## config.mk

```make
export PLATFORM = sky130hd
export DESIGN_NAME = shuffled_minimal_standard_prng
export DESIGN_NICKNAME = d
export VERILOG_FILES = /design/src/hdl/smsp_pkg.sv /design/src/hdl/smsp_ram.sv /design/src/hdl/shuffled_minimal_standard_prng.sv
export SDC_FILE = /design/constraint.sdc
export NUM_CORES = 2
export LEC_CHECK = 0
export ABC_AREA = 1
export BUFFER_PORTS_ARGS = -buffer_cell sky130_fd_sc_hd__buf_4
export CAP_MARGIN = 20
export CORE_MARGIN = 8
export CORE_UTILIZATION = 50
export DETAILED_ROUTE_END_ITERATION = 8
export GPL_TIMING_DRIVEN = 0
export HOLD_SLACK_MARGIN = 0.05
export PLACE_DENSITY = 0.71
export SETUP_SLACK_MARGIN = 0.1
export SLEW_MARGIN = 20
export SYNTH_ARGS = -nofsm -noshare
export SYNTH_HDL_FRONTEND = slang
export SYNTH_SLANG_ARGS = --single-unit
```

## constraint.sdc

```tcl
create_clock -name clk -period 11.35 [get_ports clk]
set_clock_uncertainty 0.05 [all_clocks]
set_input_delay 1.135 -clock clk [delete_from_list [all_inputs] [get_ports clk]]
set_output_delay 1.135 -clock clk [all_outputs]
set_load 0.005 [all_outputs]
```

## src/hdl/smsp_pkg.sv

```systemverilog
// ----------------------------------------------------------------------------
// smsp_pkg
// Shared types and constants for the shuffled minimal-standard generator.
// ----------------------------------------------------------------------------
package smsp_pkg;

    localparam int VAL_W  = 31;
    localparam int MULT_W = 15;
    localparam int PROD_W = VAL_W + MULT_W;
    localparam int FRAC_W = 24;

    localparam logic [MULT_W-1:0] LCG_MULT     = 15'd16807;
    localparam logic [VAL_W-1:0]  LCG_MOD      = 31'h7FFF_FFFF;
    localparam int                WARMUP_STEPS = 8;
    localparam logic [FRAC_W-1:0] FRACTION_MAX = 24'd16777214;
    localparam logic [FRAC_W-1:0] FRACTION_ALL = 24'hFF_FFFF;

    typedef enum logic [2:0] {
        S_IDLE,
        S_DIV,
        S_MUL,
        S_FOLD,
        S_SWAP
    } state_t;

endpackage

```

## src/hdl/smsp_ram.sv

```systemverilog
// ----------------------------------------------------------------------------
// smsp_ram
// Generic single-write, single-read RAM with registered read data.
// ----------------------------------------------------------------------------
module smsp_ram #(
    parameter int WIDTH = 31,
    parameter int DEPTH = 32,
    localparam int ADDR_W = $clog2(DEPTH)
) (
    input  logic              clk,
    input  logic              wr_en,
    input  logic [ADDR_W-1:0] wr_addr,
    input  logic [WIDTH-1:0]  wr_data,
    input  logic [ADDR_W-1:0] rd_addr,
    output logic [WIDTH-1:0]  rd_data
);

    logic [WIDTH-1:0] mem [DEPTH];

    always_ff @(posedge clk)
    begin
        if (wr_en)
        begin
            mem[wr_addr] <= wr_data;
        end
        rd_data <= mem[rd_addr];
    end

endmodule

```

## src/hdl/shuffled_minimal_standard_prng.sv

```systemverilog
// ----------------------------------------------------------------------------
// shuffled_minimal_standard_prng
// Park-Miller generator (x * 16807 mod 2^31-1) behind a Bays-Durham shuffle.
// ----------------------------------------------------------------------------
// Usage:
//   Input channel (in_valid / in_stall): func = 0 draws a number, func = 1
//   reseeds from seed (0 and 2^31-1 act as 1) and then draws. in_stall is
//   high while an item is being worked on.
//   Output channel (out_valid / out_stall): one beat per input beat with
//   raw_value and fraction (Q0.24, raw_value >> 7, saturated).
//   Steps: a draw finds the table index from a reciprocal estimate plus
//   one correction step, then does one multiply, one mod fold and one table
//   swap; no new item is accepted until the swap is done. A reseed, or the
//   first draw after reset, first runs the warm-up steps and one generator
//   step per table entry to fill the table: every generator step goes
//   through the one shared multiplier and fold stage.
//   Reset sets the generator to 1 and marks the table empty; the table is
//   refilled on the first draw. A stalled result stays in the output
//   register; the next item is accepted meanwhile and waits in its swap
//   step until the output register is free.
// ----------------------------------------------------------------------------
module shuffled_minimal_standard_prng #(
    parameter int TABLE_DEPTH = 32
) (
    input  logic                          clk,
    input  logic                          rst_n,
    input  logic                          in_valid,
    output logic                          in_stall,
    input  logic                          func,
    input  logic [smsp_pkg::VAL_W-1:0]    seed,
    output logic                          out_valid,
    input  logic                          out_stall,
    output logic [smsp_pkg::VAL_W-1:0]    raw_value,
    output logic [smsp_pkg::FRAC_W-1:0]   fraction
);

    localparam int IDX_W = $clog2(TABLE_DEPTH);
    localparam int CNT_W = $clog2(smsp_pkg::WARMUP_STEPS + TABLE_DEPTH + 1);
    localparam longint unsigned SHUFFLE_DIV = 1 + (64'd2147483646 / TABLE_DEPTH);
    // index estimate: top 16 bits of the value times 2^35 / SHUFFLE_DIV
    localparam int HI_LSB = 15;
    localparam int RCP_SH = 20;
    localparam int RCP_W  = 11;
    localparam int EST_W  = smsp_pkg::VAL_W - HI_LSB + RCP_W;
    localparam longint unsigned SHUF_RCP = (64'd1 << (HI_LSB + RCP_SH)) / SHUFFLE_DIV;
    localparam logic [RCP_W-1:0]   RCP_K = RCP_W'(SHUF_RCP);
    localparam logic [IDX_W+31:0]  DIV_K = (IDX_W+32)'(SHUFFLE_DIV);
    localparam logic [CNT_W-1:0] FILL_STEPS =
        CNT_W'(smsp_pkg::WARMUP_STEPS + TABLE_DEPTH);
    localparam logic [CNT_W-1:0] DIV_STEPS = CNT_W'(2);
    localparam logic [CNT_W-1:0] DEPTH_CNT = CNT_W'(TABLE_DEPTH);

    smsp_pkg::state_t state_reg, state_next;

    logic [smsp_pkg::VAL_W-1:0]  lcg_reg, lcg_next;
    logic [smsp_pkg::VAL_W-1:0]  last_reg, last_next;
    logic [smsp_pkg::PROD_W-1:0] prod_reg, prod_next;
    logic [smsp_pkg::VAL_W-1:0]  rem_reg, rem_next;
    logic [IDX_W-1:0]            q_reg, q_next;
    logic [CNT_W-1:0]            cnt_reg, cnt_next;
    logic                        fill_reg, fill_next;
    logic                        out_valid_reg, out_valid_next;
    logic [smsp_pkg::VAL_W-1:0]  raw_reg, raw_next;
    logic [smsp_pkg::FRAC_W-1:0] frac_reg, frac_next;

    logic                        in_fire;
    logic                        out_free;
    logic                        need_fill;
    logic [smsp_pkg::VAL_W-1:0]  seed_fixed;
    logic [31:0]                 fold_sum;
    logic [smsp_pkg::VAL_W-1:0]  fold_val;
    logic [EST_W-1:0]            est_prod;
    logic [IDX_W:0]              q_inc;
    logic [IDX_W+31:0]           q_bound;
    logic                        div_ge;
    logic [smsp_pkg::FRAC_W-1:0] frac_raw;

    logic                        wr_en;
    logic [IDX_W-1:0]            wr_addr;
    logic [smsp_pkg::VAL_W-1:0]  wr_data;
    logic [smsp_pkg::VAL_W-1:0]  rd_data;

    smsp_ram #(
        .WIDTH (smsp_pkg::VAL_W),
        .DEPTH (TABLE_DEPTH)
    ) u_table (
        .clk     (clk),
        .wr_en   (wr_en),
        .wr_addr (wr_addr),
        .wr_data (wr_data),
        .rd_addr (q_reg),
        .rd_data (rd_data)
    );

    assign in_stall  = (state_reg != smsp_pkg::S_IDLE);
    assign in_fire   = in_valid && !in_stall;
    assign out_free  = !out_valid_reg || !out_stall;
    assign out_valid = out_valid_reg;
    assign raw_value = raw_reg;
    assign fraction  = frac_reg;

    assign need_fill  = func || (last_reg == '0);
    assign seed_fixed = ((seed == '0) || (seed == smsp_pkg::LCG_MOD)) ?
                        smsp_pkg::VAL_W'(1) : seed;

    // Mersenne fold: low 31 bits plus high bits, one conditional subtract
    assign fold_sum = {1'b0, prod_reg[smsp_pkg::VAL_W-1:0]}
                    + 32'(prod_reg[smsp_pkg::PROD_W-1:smsp_pkg::VAL_W]);
    assign fold_val = (fold_sum >= {1'b0, smsp_pkg::LCG_MOD}) ?
                      smsp_pkg::VAL_W'(fold_sum - {1'b0, smsp_pkg::LCG_MOD}) :
                      smsp_pkg::VAL_W'(fold_sum);

    // estimate is exact or one low; the compare bumps it when one low
    assign est_prod = EST_W'(rem_reg[smsp_pkg::VAL_W-1:HI_LSB]) * EST_W'(RCP_K);
    assign q_inc    = {1'b0, q_reg} + (IDX_W+1)'(1);
    assign q_bound  = (IDX_W+32)'(q_inc) * DIV_K;
    assign div_ge   = ({{(IDX_W+1){1'b0}}, rem_reg} >= q_bound);
    assign frac_raw = rd_data[smsp_pkg::VAL_W-1:7];

    // next state
    always_comb
    begin
        state_next = state_reg;
        case (state_reg)
            smsp_pkg::S_IDLE:
            begin
                if (in_fire)
                begin
                    state_next = need_fill ? smsp_pkg::S_MUL : smsp_pkg::S_DIV;
                end
            end
            smsp_pkg::S_DIV:
            begin
                if (cnt_reg == CNT_W'(1))
                begin
                    state_next = smsp_pkg::S_MUL;
                end
            end
            smsp_pkg::S_MUL:
            begin
                state_next = smsp_pkg::S_FOLD;
            end
            smsp_pkg::S_FOLD:
            begin
                if (!fill_reg)
                begin
                    state_next = smsp_pkg::S_SWAP;
                end
                else if (cnt_reg == CNT_W'(1))
                begin
                    state_next = smsp_pkg::S_DIV;
                end
                else
                begin
                    state_next = smsp_pkg::S_MUL;
                end
            end
            smsp_pkg::S_SWAP:
            begin
                if (out_free)
                begin
                    state_next = smsp_pkg::S_IDLE;
                end
            end
            default:
            begin
                state_next = smsp_pkg::S_IDLE;
            end
        endcase
    end

    // datapath and outputs
    always_comb
    begin
        lcg_next       = lcg_reg;
        last_next      = last_reg;
        prod_next      = prod_reg;
        rem_next       = rem_reg;
        q_next         = q_reg;
        cnt_next       = cnt_reg;
        fill_next      = fill_reg;
        out_valid_next = out_valid_reg && out_stall;
        raw_next       = raw_reg;
        frac_next      = frac_reg;
        wr_en          = 1'b0;
        wr_addr        = q_reg;
        wr_data        = lcg_reg;

        case (state_reg)
            smsp_pkg::S_IDLE:
            begin
                if (in_fire)
                begin
                    if (need_fill)
                    begin
                        lcg_next  = func ? seed_fixed : lcg_reg;
                        cnt_next  = FILL_STEPS;
                        fill_next = 1'b1;
                    end
                    else
                    begin
                        rem_next = last_reg;
                        cnt_next = DIV_STEPS;
                    end
                end
            end
            smsp_pkg::S_DIV:
            begin
                if (cnt_reg == DIV_STEPS)
                begin
                    q_next = IDX_W'(est_prod >> RCP_SH);
                end
                else
                begin
                    q_next = q_reg + IDX_W'(div_ge);
                end
                cnt_next = cnt_reg - CNT_W'(1);
            end
            smsp_pkg::S_MUL:
            begin
                prod_next = smsp_pkg::PROD_W'(lcg_reg)
                          * smsp_pkg::PROD_W'(smsp_pkg::LCG_MULT);
            end
            smsp_pkg::S_FOLD:
            begin
                lcg_next = fold_val;
                if (fill_reg)
                begin
                    // table fills from the top entry down to entry 0
                    if (cnt_reg <= DEPTH_CNT)
                    begin
                        wr_en   = 1'b1;
                        wr_addr = IDX_W'(cnt_reg - CNT_W'(1));
                        wr_data = fold_val;
                    end
                    if (cnt_reg == CNT_W'(1))
                    begin
                        last_next = fold_val;
                        rem_next  = fold_val;
                        cnt_next  = DIV_STEPS;
                        fill_next = 1'b0;
                    end
                    else
                    begin
                        cnt_next = cnt_reg - CNT_W'(1);
                    end
                end
            end
            smsp_pkg::S_SWAP:
            begin
                if (out_free)
                begin
                    wr_en          = 1'b1;
                    last_next      = rd_data;
                    out_valid_next = 1'b1;
                    raw_next       = rd_data;
                    frac_next      = (frac_raw == smsp_pkg::FRACTION_ALL) ?
                                     smsp_pkg::FRACTION_MAX : frac_raw;
                end
            end
            default:
            begin
            end
        endcase
    end

    always_ff @(posedge clk or negedge rst_n)
    begin
        if (!rst_n)
        begin
            state_reg     <= smsp_pkg::S_IDLE;
            lcg_reg       <= smsp_pkg::VAL_W'(1);
            last_reg      <= '0;
            cnt_reg       <= '0;
            fill_reg      <= 1'b0;
            out_valid_reg <= 1'b0;
        end
        else
        begin
            state_reg     <= state_next;
            lcg_reg       <= lcg_next;
            last_reg      <= last_next;
            cnt_reg       <= cnt_next;
            fill_reg      <= fill_next;
            out_valid_reg <= out_valid_next;
        end
    end

    always_ff @(posedge clk)
    begin
        prod_reg <= prod_next;
        rem_reg  <= rem_next;
        q_reg    <= q_next;
        raw_reg  <= raw_next;
        frac_reg <= frac_next;
    end

`ifndef NO_ASSERTIONS
    // a new result only appears right after a table swap
    a_out_from_swap: assert property (@(posedge clk) disable iff (!rst_n)
        $rose(out_valid_reg) |-> $past(state_reg == smsp_pkg::S_SWAP))
        else $error("result appeared without a table swap");

    // the generator state must never collapse to zero
    a_lcg_nonzero: assert property (@(posedge clk) disable iff (!rst_n)
        lcg_reg != '0)
        else $error("generator state is zero");

    // index division only runs on a filled table
    a_div_filled: assert property (@(posedge clk) disable iff (!rst_n)
        (state_reg == smsp_pkg::S_DIV) |-> (last_reg != '0 && !fill_reg))
        else $error("index division on an unfilled table");

    // a delivered value always comes from a written table entry
    a_raw_nonzero: assert property (@(posedge clk) disable iff (!rst_n)
        out_valid_reg |-> (raw_reg != '0))
        else $error("result value is zero");
`endif

endmodule

```

==> run summary <==
first-pass GRT wire length - 275.6 mm
required time of the critical path - 11.72 ns
DR vias - 43750
most frequent cells in the layout - 1129 x edfxtp_1, 680 x nor2_1, 665 x nand2_1, 618 x o21ai_0, 571 x inv_1
Worst Path Arrival - 6.95 ns
final WL - 190.7 mm
initial antenna violation count - 9
fin crit period - 6.576 ns
Via density - 6.056
Worst Tran Pin Value - 1.186 ns
setup TNS - 0 ns
CTS Hold Bufs - 0
initial core utilization - 50.17%
total gr overflow - 0
pre-CTS setup slack - 4.910 ns
largest net degree at the start of global routing - 74
Synth async-reset ratio - 5.921%
Post-Synthesis Cells - 5300
row cnt - 126
fmax - 152.1 MHz
Post-CTS Setup Bufs - 0
CP Launch Point - lcg_reg[14]
clk sink count - 1233
Nets - 5966
cts repair resizes - 0
Final Hold Fails - 0
Total Routing Usage GR - 28.49%
Die Span Y - 359.3 um
final setup fails - 0
Max Cap Violations - 0
Slew HR - 20.93%
Seq/Total Area, Yosys - 61.69%
max FFs per register - 992
first-pass iteration count of the detailed router - 9
Startpoint Class - register
# IOs - 93
unrepaired setup endpoints after global routing - false
Post-DP HPWL - 140.8 mm
CTS tree - done
Die W - 359.3 um
Slew Viols, Final - 0
# DRC - 0
Main synth FF type - edfxtp_1
full die area - 129100 sq um
GPL Wtd Cong - 0.9878
ANT nets after route - 0
CTS root buffer - clkbuf_16
P&R area growth vs syn - 15.01%
CTS HTree Levels - 3
final worst path period share - 57.94%
number of flops mapped to enable cells by yosys - 1129
Clock Latency Late Sink - 0.75 ns
synthesized area per cell - 11.12 sq um
crit path to - prod_reg[30]
IO Port Bufs - 92
cell area after synthesis - 58930 sq um
Synth Register Bits - 1233
reg2reg path depth - 23
final setup margin - 4.774 ns
flop-to-flop setup slack - 4.77 ns
status - complete, no violations
FF-to-FF End - prod_reg[30]
min-delay worst type - primary input to asynchronous set/reset pin
Synth cell types - 62
share of cells above drive strength 1 - 8.480%
wire per inst - 26.39 um
Setup crit end kind - register
most common cell after layout, fill and taps aside - edfxtp_1
CTS buffer count - 119
vias in the first global route - 42150
Core Area - 117500 sq um
Post-Syn Nets - 5685
Synthesis Warnings - 0
drt initial violations - 6723
clk slew on worst S/H paths - 0.06 ns
crit-path max FO - 5
R2R Path Start - lcg_reg[14]
CTS max path bufs - 3
critical path type - register to register
-- worst min path at each step --
stage	from	to	slack, ns
CTS	u_table.rd_data[25]	raw_value[25]	0.41
finish	rst_n	cnt_reg[4]	0.26
global placement	u_table.rd_data[25]	raw_value[25]	0.39
global route	rst_n	cnt_reg[4]	0.28
floorplan	u_table.rd_data[0]	raw_value[0]	0.36
detailed placement	u_table.rd_data[25]	raw_value[25]	0.39
-- layout make-up --
type                            instances  area (sq um)
Tap cell                             1536          1922
Buffer                                267          1023
Multi-Input combinational cell       3223         20000
Sequential cell                      1233         36350
Timing Repair Buffer                  160          2430
Clock buffer                          161          3227
Clock inverter                         63         645.6
Fill cell                            9347         49680
Antenna cell                            4         10.01
Inverter                              577          2166
-- cell usage after synthesis, types with 3 or more instances --
cell type / number / area (sq um)
o21a_1: 3 / 22.52
nand4_1: 66 / 412.9
o211ai_1: 38 / 285.3
o22ai_1: 167 / 1045
a21oi_1: 88 / 440.4
nor2_4: 5 / 56.30
nand3b_1: 7 / 52.55
ha_1: 215 / 2690
nand2_2: 35 / 219.0
a31oi_1: 10 / 62.56
nand3_1: 156 / 780.8
xor2_1: 42 / 367.9
inv_1: 572 / 2147
a21oi_2: 10 / 87.58
clkbuf_1: 243 / 912.1
nor2_2: 5 / 31.28
edfxtp_1: 1129 / 33900
dfrtp_1: 72 / 1802
nor3_1: 13 / 65.06
nor4_1: 25 / 156.4
nand3_2: 3 / 30.03
fa_1: 134 / 2683
clkinv_1: 3 / 11.26
dfxtp_1: 31 / 620.6
buf_1: 20 / 75.07
o21ai_0: 647 / 3238
o221ai_1: 88 / 770.7
nand2_1: 665 / 2496
xnor2_1: 22 / 192.7
or2_2: 4 / 25.02
a21boi_0: 11 / 82.58
nor2_1: 714 / 2680
o21ai_1: 18 / 90.09
-- metrics by stage --
step,instances,instance area (sq um),hold WS (ns),util (%)
after floorplan,5300,58930,0.3590,-
after global placement,6928,61540,0.3919,52.40
after detailed placement,6995,63860,0.3928,54.37
after CTS,7219,67730,0.4065,57.67
after global routing,7220,67760,0.2753,57.69
final,7224,67770,0.2634,57.70
-- layer usage --
metal / part of all wire [%] / up-vias / GRT usage [%]
met3: 14 / 507 / 8.177
met4: 6.1 / 2 / 14.06
met1: 37 / 21140 / 37.90
li1: - / 19090 / -
met2: 43 / 3012 / 42.86
met5: 0.0063 / - / 0
-- worst max-delay path, stage by stage, from the launching register on --
cell and delay, ns:
dfrtp_1 0.56, inv_1 0.29, fa_1 0.58, inv_1 0.05, ha_1 0.29, fa_1 0.52, inv_1 0.06, fa_1 0.54
inv_1 0.05, fa_1 0.48, inv_1 0.05, fa_1 0.47, inv_1 0.04, ha_1 0.35, a21oi_1 0.16, inv_1 0.07
a31oi_1 0.21, o21ai_0 0.21, a21oi_1 0.26, o21ai_0 0.18, nand2_1 0.09, inv_1 0.03, or2_2 0.27, xor2_1 0.43
-- kinds of logic (layout without fill, tap and decap cells) --
| kind of cell | Yosys count | in the layout | share of synthesized area (%) |
|---|---|---|---|
| AND/OR/NAND/NOR | 1716 | 1716 | 12.20 |
| flip-flops | 1233 | 1233 | 61.69 |
| AO/OA/AOI/OAI | 1092 | 1092 | 10.57 |
| buffers and inverters | 844 | 1228 | 5.406 |
| adder cells (fa/ha/maj) | 349 | 349 | 9.117 |
| XOR/XNOR | 65 | 65 | 0.9979 |
| multiplexers | 1 | 1 | 0.01911 |
| other | 0 | 4 | 0 |
Power is not shown: default switching activity piles up to over one toggle a cycle in this logic, so the estimate is an artifact.
